File: src/hw/rtl/fvwu_pkg.sv
`timescale 1ns / 1ps
`default_nettype none

package fvwu_pkg;

    // payload widths
    localparam int WORD_W  = 32;
    localparam int INDEX_W = 7;
    localparam int HALF_W  = 24;
    localparam int CFG_W   = 7;

    // configuration register indexes
    typedef enum logic [0:0] {
        CFG_RAW_FLOAT_MODE     = 1'b0,
        CFG_START_VECTOR_INDEX = 1'b1
    } cfg_index_t;

    // word position within the vector being assembled
    localparam logic [1:0] PHASE_FIRST  = 2'd0;
    localparam logic [1:0] PHASE_SECOND = 2'd1;
    localparam logic [1:0] PHASE_THIRD  = 2'd2;
    localparam logic [1:0] PHASE_FOURTH = 2'd3;

    // exponent constants for widening a 24-bit float
    localparam logic [6:0] EXP24_ALL_ONES = 7'h7f;
    localparam logic [7:0] EXP_ADJUST     = 8'h40;
    localparam logic [7:0] EXP32_ALL_ONES = 8'hff;

    // widen a 24-bit float to ieee single bits
    function automatic logic [WORD_W-1:0] widen24(input logic [HALF_W-1:0] v);
        logic       s;
        logic [6:0] e;
        logic [15:0] m;
        logic [7:0] e_out;
        s = v[23];
        e = v[22:16];
        m = v[15:0];
        if ((e == 7'd0) && (m == 16'd0))
        begin
            e_out = 8'd0;
        end
        else if (e == EXP24_ALL_ONES)
        begin
            e_out = EXP32_ALL_ONES;
        end
        else
        begin
            e_out = {1'b0, e} + EXP_ADJUST;
        end
        return {s, e_out, m, 7'd0};
    endfunction

endpackage

`default_nettype wire

File: src/hw/rtl/fvwu_word_if.sv
`timescale 1ns / 1ps
`default_nettype none

interface fvwu_word_if;
    logic                        valid;
    logic                        ready;
    logic [fvwu_pkg::WORD_W-1:0] data_word;

    modport source (output valid, output data_word, input ready);
    modport sink   (input valid, input data_word, output ready);
endinterface

`default_nettype wire

File: src/hw/rtl/fvwu_vector_if.sv
`timescale 1ns / 1ps
`default_nettype none

interface fvwu_vector_if;
    logic                         valid;
    logic                         ready;
    logic [fvwu_pkg::INDEX_W-1:0] vector_index;
    logic [fvwu_pkg::WORD_W-1:0]  comp_x;
    logic [fvwu_pkg::WORD_W-1:0]  comp_y;
    logic [fvwu_pkg::WORD_W-1:0]  comp_z;
    logic [fvwu_pkg::WORD_W-1:0]  comp_w;

    modport source (output valid, output vector_index, output comp_x, output comp_y,
                    output comp_z, output comp_w, input ready);
    modport sink   (input valid, input vector_index, input comp_x, input comp_y,
                    input comp_z, input comp_w, output ready);
endinterface

`default_nettype wire

File: src/hw/rtl/float_vector_word_unpacker_unit.sv
// float vector word unpacker
//
// upload: valid/ready channel of 32-bit upload words for shader constant
// vectors. vector: valid/ready channel of completed vectors (index and four
// ieee single components). cfg_we/cfg_index/cfg_data write the two registers:
// index 0 selects raw mode (four words per vector) or packed mode (three words
// carrying four 24-bit floats, w first); index 1 sets the next vector index.
// write configuration only while no vector is partly delivered.
//
// one upload word is taken every cycle. the vector appears on the output
// register in the cycle after the transaction of its last word; the word path
// is a single stage of merge, exponent add and select into that register.
// reset clears the word phase, carries, partial components and the index to 0
// and selects packed mode. while the receiver stalls with a vector held in the
// output register, upload ready stays low and no word is taken, whether or not
// it would complete a vector, until the held vector is taken.
`timescale 1ns / 1ps
`default_nettype none

module float_vector_word_unpacker_unit #(
    parameter int VECTOR_COUNT = 96
) (
    input  wire                         clk,
    input  wire                         rst_n,
    input  wire                         cfg_we,
    input  wire                         cfg_index,
    input  wire [fvwu_pkg::CFG_W-1:0]   cfg_data,
    fvwu_word_if.sink                   upload,
    fvwu_vector_if.source               vector
);

    localparam logic [fvwu_pkg::INDEX_W:0] COUNT_LIMIT = (fvwu_pkg::INDEX_W + 1)'(VECTOR_COUNT);

    // state
    logic                          raw_mode_reg;
    logic [1:0]                    phase_reg, phase_next;
    logic [fvwu_pkg::HALF_W-1:0]   carry_reg, carry_next;
    logic [fvwu_pkg::INDEX_W-1:0]  index_reg, index_next;
    logic [fvwu_pkg::WORD_W-1:0]   part_reg [3];
    logic [fvwu_pkg::WORD_W-1:0]   part_next [3];

    // output register
    logic                          out_valid_reg;
    logic [fvwu_pkg::INDEX_W-1:0]  out_index_reg;
    logic [fvwu_pkg::WORD_W-1:0]   out_x_reg, out_y_reg, out_z_reg, out_w_reg;

    logic                          accept;
    logic                          done;
    logic [fvwu_pkg::WORD_W-1:0]   res_x, res_y;
    logic [fvwu_pkg::INDEX_W:0]    index_inc;

    // accept while the output register is free or being drained
    assign upload.ready = !out_valid_reg || vector.ready;
    assign accept       = upload.valid && upload.ready;

    assign index_inc = {1'b0, index_reg} + 1'b1;

    // word assembly
    always_comb
    begin
        phase_next = phase_reg;
        carry_next = carry_reg;
        part_next  = part_reg;
        done       = 1'b0;
        res_x      = upload.data_word;
        res_y      = part_reg[2];
        if (raw_mode_reg)
        begin
            if (phase_reg != fvwu_pkg::PHASE_FOURTH)
            begin
                part_next[phase_reg] = upload.data_word;
                phase_next           = phase_reg + 2'd1;
            end
            else
            begin
                done       = 1'b1;
                phase_next = fvwu_pkg::PHASE_FIRST;
            end
        end
        else
        begin
            case (phase_reg)
                fvwu_pkg::PHASE_SECOND:
                begin
                    part_next[1] = fvwu_pkg::widen24(carry_reg | {8'd0, upload.data_word[31:16]});
                    carry_next   = {upload.data_word[15:0], 8'd0};
                    phase_next   = fvwu_pkg::PHASE_THIRD;
                end
                fvwu_pkg::PHASE_THIRD:
                begin
                    res_y        = fvwu_pkg::widen24(carry_reg | {16'd0, upload.data_word[31:24]});
                    res_x        = fvwu_pkg::widen24(upload.data_word[23:0]);
                    part_next[2] = res_y;
                    done         = 1'b1;
                    phase_next   = fvwu_pkg::PHASE_FIRST;
                end
                default:
                begin
                    part_next[0] = fvwu_pkg::widen24(upload.data_word[31:8]);
                    carry_next   = {upload.data_word[7:0], 16'd0};
                    phase_next   = fvwu_pkg::PHASE_SECOND;
                end
            endcase
        end
    end

    // index advance with wrap
    always_comb
    begin
        index_next = index_reg;
        if (cfg_we && (cfg_index == fvwu_pkg::CFG_START_VECTOR_INDEX))
        begin
            index_next = cfg_data[fvwu_pkg::INDEX_W-1:0];
        end
        else if (accept && done)
        begin
            index_next = (index_inc >= COUNT_LIMIT) ? '0 : index_inc[fvwu_pkg::INDEX_W-1:0];
        end
    end

    // control and assembly state
    always_ff @(posedge clk or negedge rst_n)
    begin
        if (!rst_n)
        begin
            raw_mode_reg <= 1'b0;
            phase_reg    <= fvwu_pkg::PHASE_FIRST;
            carry_reg    <= '0;
            index_reg    <= '0;
            part_reg[0]  <= '0;
            part_reg[1]  <= '0;
            part_reg[2]  <= '0;
        end
        else
        begin
            if (cfg_we && (cfg_index == fvwu_pkg::CFG_RAW_FLOAT_MODE))
            begin
                raw_mode_reg <= cfg_data[0];
            end
            index_reg <= index_next;
            if (accept)
            begin
                phase_reg <= phase_next;
                carry_reg <= carry_next;
                part_reg  <= part_next;
            end
        end
    end

    // output valid
    always_ff @(posedge clk or negedge rst_n)
    begin
        if (!rst_n)
        begin
            out_valid_reg <= 1'b0;
        end
        else if (accept && done)
        begin
            out_valid_reg <= 1'b1;
        end
        else if (vector.ready)
        begin
            out_valid_reg <= 1'b0;
        end
    end

    // output payload
    always_ff @(posedge clk)
    begin
        if (accept && done)
        begin
            out_index_reg <= index_reg;
            out_x_reg     <= res_x;
            out_y_reg     <= res_y;
            out_z_reg     <= part_reg[1];
            out_w_reg     <= part_reg[0];
        end
    end

    assign vector.valid        = out_valid_reg;
    assign vector.vector_index = out_index_reg;
    assign vector.comp_x       = out_x_reg;
    assign vector.comp_y       = out_y_reg;
    assign vector.comp_z       = out_z_reg;
    assign vector.comp_w       = out_w_reg;

    // a stalled full output register blocks new words
    a_stall_blocks: assert property (@(posedge clk) disable iff (!rst_n)
        (out_valid_reg && !vector.ready) |-> !upload.ready)
        else $error("upload ready while output register is held");

    // the last packed word produces a vector
    a_packed_done: assert property (@(posedge clk) disable iff (!rst_n)
        (accept && !raw_mode_reg && (phase_reg == fvwu_pkg::PHASE_THIRD)) |=> out_valid_reg)
        else $error("packed vector not delivered");

    // a first packed word moves to the second phase
    a_packed_phase: assert property (@(posedge clk) disable iff (!rst_n)
        (accept && !raw_mode_reg && (phase_reg == fvwu_pkg::PHASE_FIRST))
        |=> (phase_reg == fvwu_pkg::PHASE_SECOND))
        else $error("packed phase did not advance");

    // an advanced index stays within the vector count
    a_index_range: assert property (@(posedge clk) disable iff (!rst_n)
        (accept && done && !cfg_we) |=> ({1'b0, index_reg} < COUNT_LIMIT))
        else $error("vector index beyond count after advance");

    // a word that completes nothing leaves the output empty unless it was held
    a_no_spurious: assert property (@(posedge clk) disable iff (!rst_n)
        (!out_valid_reg && !(accept && done)) |=> !out_valid_reg)
        else $error("vector produced without completion");

endmodule

`default_nettype wire

File: src/flat_wrapper.sv
// flat-port wrapper written by rule: the top's interface ports become plain ports
module float_vector_word_unpacker_unit_flat 
#(
    parameter int VECTOR_COUNT = 96
)
  (clk, rst_n, cfg_we, cfg_index, cfg_data, upload_valid, upload_data_word, upload_ready, vector_valid, vector_vector_index, vector_comp_x, vector_comp_y, vector_comp_z, vector_comp_w, vector_ready);
  fvwu_word_if upload_i ();
  fvwu_vector_if vector_i ();
  input  wire clk;
  input  wire rst_n;
  input  wire cfg_we;
  input  wire cfg_index;
  input  wire [fvwu_pkg::CFG_W-1:0] cfg_data;
  input wire logic [$bits(upload_i.valid)-1:0] upload_valid;
  input wire logic [$bits(upload_i.data_word)-1:0] upload_data_word;
  output wire logic [$bits(upload_i.ready)-1:0] upload_ready;
  output wire logic [$bits(vector_i.valid)-1:0] vector_valid;
  output wire logic [$bits(vector_i.vector_index)-1:0] vector_vector_index;
  output wire logic [$bits(vector_i.comp_x)-1:0] vector_comp_x;
  output wire logic [$bits(vector_i.comp_y)-1:0] vector_comp_y;
  output wire logic [$bits(vector_i.comp_z)-1:0] vector_comp_z;
  output wire logic [$bits(vector_i.comp_w)-1:0] vector_comp_w;
  input wire logic [$bits(vector_i.ready)-1:0] vector_ready;
  assign upload_i.valid = upload_valid;
  assign upload_i.data_word = upload_data_word;
  assign upload_ready = upload_i.ready;
  assign vector_valid = vector_i.valid;
  assign vector_vector_index = vector_i.vector_index;
  assign vector_comp_x = vector_i.comp_x;
  assign vector_comp_y = vector_i.comp_y;
  assign vector_comp_z = vector_i.comp_z;
  assign vector_comp_w = vector_i.comp_w;
  assign vector_i.ready = vector_ready;
  float_vector_word_unpacker_unit #(.VECTOR_COUNT(VECTOR_COUNT)) u_core (.clk(clk), .rst_n(rst_n), .cfg_we(cfg_we), .cfg_index(cfg_index), .cfg_data(cfg_data), .upload(upload_i), .vector(vector_i));
endmodule
File: config.mk
export PLATFORM = sky130hd
export DESIGN_NAME = float_vector_word_unpacker_unit_flat
export DESIGN_NICKNAME = d
export VERILOG_FILES = /design/src/hw/rtl/fvwu_pkg.sv /design/src/hw/rtl/fvwu_word_if.sv /design/src/hw/rtl/fvwu_vector_if.sv /design/src/hw/rtl/float_vector_word_unpacker_unit.sv /design/src/flat_wrapper.sv
export SDC_FILE = /design/constraint.sdc
export NUM_CORES = 1
export LEC_CHECK = 0
export ABC_AREA = 0
export BUFFER_PORTS_ARGS = -buffer_cell sky130_fd_sc_hd__clkbuf_2
export CAP_MARGIN = 25
export CORE_UTILIZATION = 56
export CTS_BUF_LIST = sky130_fd_sc_hd__clkbuf_4 sky130_fd_sc_hd__clkbuf_8
export DETAILED_ROUTE_END_ITERATION = 10
export GPL_ROUTABILITY_DRIVEN = 0
export PLACE_DENSITY_LB_ADDON = 0.3
export SLEW_MARGIN = 10
export SYNTH_ARGS = -nofsm -noshare
export SYNTH_HDL_FRONTEND = slang
export SYNTH_SLANG_ARGS = --single-unit
File: constraint.sdc
create_clock -name clk -period 6.3 [get_ports clk]
set_input_delay 1.26 -clock clk [delete_from_list [all_inputs] [get_ports clk]]
set_output_delay 1.26 -clock clk [all_outputs]
set_load 0.05 [all_outputs]
==> metrics.yaml <==
dp_hpwl_um: 16100
r2r_start: "u_core.raw_mode_reg$_DFFE_PN0P_"
arrival_ps: 3660
final_cell_area_mm2: 0.0126
worstSetupStartpoint: "u_core.raw_mode_reg$_DFFE_PN0P_"
initial_core_util: 0.573
fin_ws_ps: 2830
ys_async_sr_fraction: 0.477
crit_end: "u_core.vector.comp_z[17]$_DFFE_PP_"
hold_viol: 0
hold_path.class: "reg -> reg"
synth_top_cell_area_share: 0.378
row_count: 50
switchingPower_uw: 2240
pin_count: 182
synth_edf_count: 135
vdd_drop_max_v: 0.000225
netlist_top_cells_count: "edfxtp_1 (135), nand2_1 (124), dfrtp_1 (123), o21ai_0 (86), mux2_2 (48)"
drt-total-wl_um: 26700
yosysWarningCount: 0
period_minus_slack_ps: 3470
cts_resized: 0
core_area_mm2: 0.0187
critPathKind: "reg -> reg"
comb_power_share: 0.306
synth_top_area_cell: "edfxtp_1"
cts.sinks: 258
cts_tree: "yes"
grt_max_degree: 104
synthFlopType: "edfxtp_1"
synth_most_common_cell: "edfxtp_1"
total_power_uw: 6080
synth_area_mm2: 0.0107
vias: 7642
post_drt_wl_per_cell_um: 20.8
seq_power_share: 0.451
largest_reg_flops: 96
rsz0062_at_grt: "false"
first_global_vias: 7308
timing.rr.end: "u_core.vector.comp_z[17]$_DFFE_PP_"
synth_cell_types: 51
status: "complete, no violations"
swShare: 0.368
rr_worst_depth: 5
die_area_mm2: 0.0197
syn_to_final_growth_pct: 17.5
start_kind: "register"
power_density_mw_per_mm2: 482
syn-num-nets: 910
grt_use_total: 0.275
first_pass_iters: 5
ys_seq_area_frac: 0.665
ys_seq_elements: 258
cts_buffers: 41
dpl_worst_slack_ps: 2460
min_period_over_period: 0.550
synth_area_leaders: "edfxtp_1 (38%), dfrtp_1 (29%), mux2_2 (5.0%)"
diodes: 0
cts-root-buf: "clkbuf_8"
die_y_um: 140
r2r_slack_ps: 2830
clock_power_share: 0.243
tightest_slew_ps: 949
setup_viol: 0
drive_gt1_frac: 0.308
crit_path_end_kind: "register"
critPathRequiredTime_ps: 6490
drt-vias-per-instance: 5.95
internal_power_uw: 3840
antenna_left: 0
cts_setup_buffers: 0
fin_skew_ps: 23.0
die_x_um: 140
power_leakage_uw: 0.00522
clk_latency_ps: 540
grt_pass1_wl_um: 41200
hold_buffers: 0
drc_errors: 0
nets: 1069
grt.overflow.total: 0
timing.final.max_slew_violations: 0
clk_pin_slew_worst_paths_ps: 60
first_iter_violations: 601
finish.utilization: 0.674
synth_area_per_cell_um2: 12.5
io_buffer_count: 181
htree_num_levels: 2
fmax_ghz: 0.288
cap_violations: 0
place_area_mm2: 0.0116
setup_tns_ps: 0
syn_inst: 860
max_slew_margin: 0.367
antenna_found_initial: 0
path_max_fanout: 103
clockBufferDepth: 3
[logic make-up after synthesis]
logic type | count (synthesis) | share of synthesized area
AOI/OAI and AO/OA | 226 | 0.125
adders and majority gates | 5 | 0.00583
buffers and inverters | 80 | 0.0330
DFF | 258 | 0.665
muxes | 76 | 0.0767
and+or+nand+nor | 215 | 0.0939
[power groups by stage]
stage	Sequential, µW	Clock, µW	Combinational, µW
global route	2790	1570	2020
global placement	2740	0	1760
CTS	2730	1500	1820
floorplan	3080	0	1020
detailed placement	2760	0	1800
finish	2740	1480	1860
[metal layers]
layer  track usage  share of wire  vias to the layer above  wire length [µm]
met5             0              0                        -                 0
met4         0.121          0.032                        0               855
met3        0.0458          0.070                       69              1870
met2         0.425           0.47                      384             12600
met1         0.388           0.43                     3689             11400
li1              -              -                     3500                 -
[layout by cell type (no fill, tap or decap), types with 8 or more instances in the layout]
cell type    n
o21ai_0     86
nor2b_1      8
mux2i_1     27
o32ai_1      9
mux2_2      48
clkbuf_8    49
o22ai_1     42
nor2_1      15
dfrtp_1    122
edfxtp_1   135
nand2_1    122
a21oi_1     44
clkbuf_4    16
clkbuf_2   180
nand3_1     14
and2_1      17
a22oi_1     17
nor4_1       9
[cell type report]
cell class                 instances  area [µm²]
clock buffer                      65         795
clock inverter                    10        72.6
fill                            1401        6110
inverter                           5        23.8
multi-input combinational        522        3240
sequential                       258        7130
tap                              234         293
timing repair buffer             191        1040
[per-stage QoR]
stage	hold slack [ps]	std cells
CTS	447	1281
global placement	430	1206
floorplan	425	860
detailed placement	434	1206
finish	446	1285
global route	458	1285
[worst min path at each step]
stage          slack (ps)  depth (start not counted)                            endpoint                            start
3_5_place_dp          430                          0  u_core.vector.comp_w[26]$_DFFE_PP_  u_core.part_reg[90]$_DFFE_PN0P_
5_1_grt               460                          0   u_core.vector.comp_z[5]$_DFFE_PP_  u_core.part_reg[37]$_DFFE_PN0P_
6_report              450                          0  u_core.vector.comp_w[18]$_DFFE_PP_  u_core.part_reg[82]$_DFFE_PN0P_
4_1_cts               450                          0   u_core.vector.comp_z[5]$_DFFE_PP_  u_core.part_reg[37]$_DFFE_PN0P_
2_1_floorplan         420                          0   u_core.vector.comp_w[0]$_DFFE_PP_  u_core.part_reg[64]$_DFFE_PN0P_
3_3_place_gp          430                          0  u_core.vector.comp_w[25]$_DFFE_PP_  u_core.part_reg[89]$_DFFE_PN0P_
[critical path, stage by stage, from the launching register on]
cell and delay, ps:
dfrtp_2 350, buf_4 680, mux2_1 260, nand3_1 410, inv_6 830, buf_4 530
(Power assumes the default switching activity.)
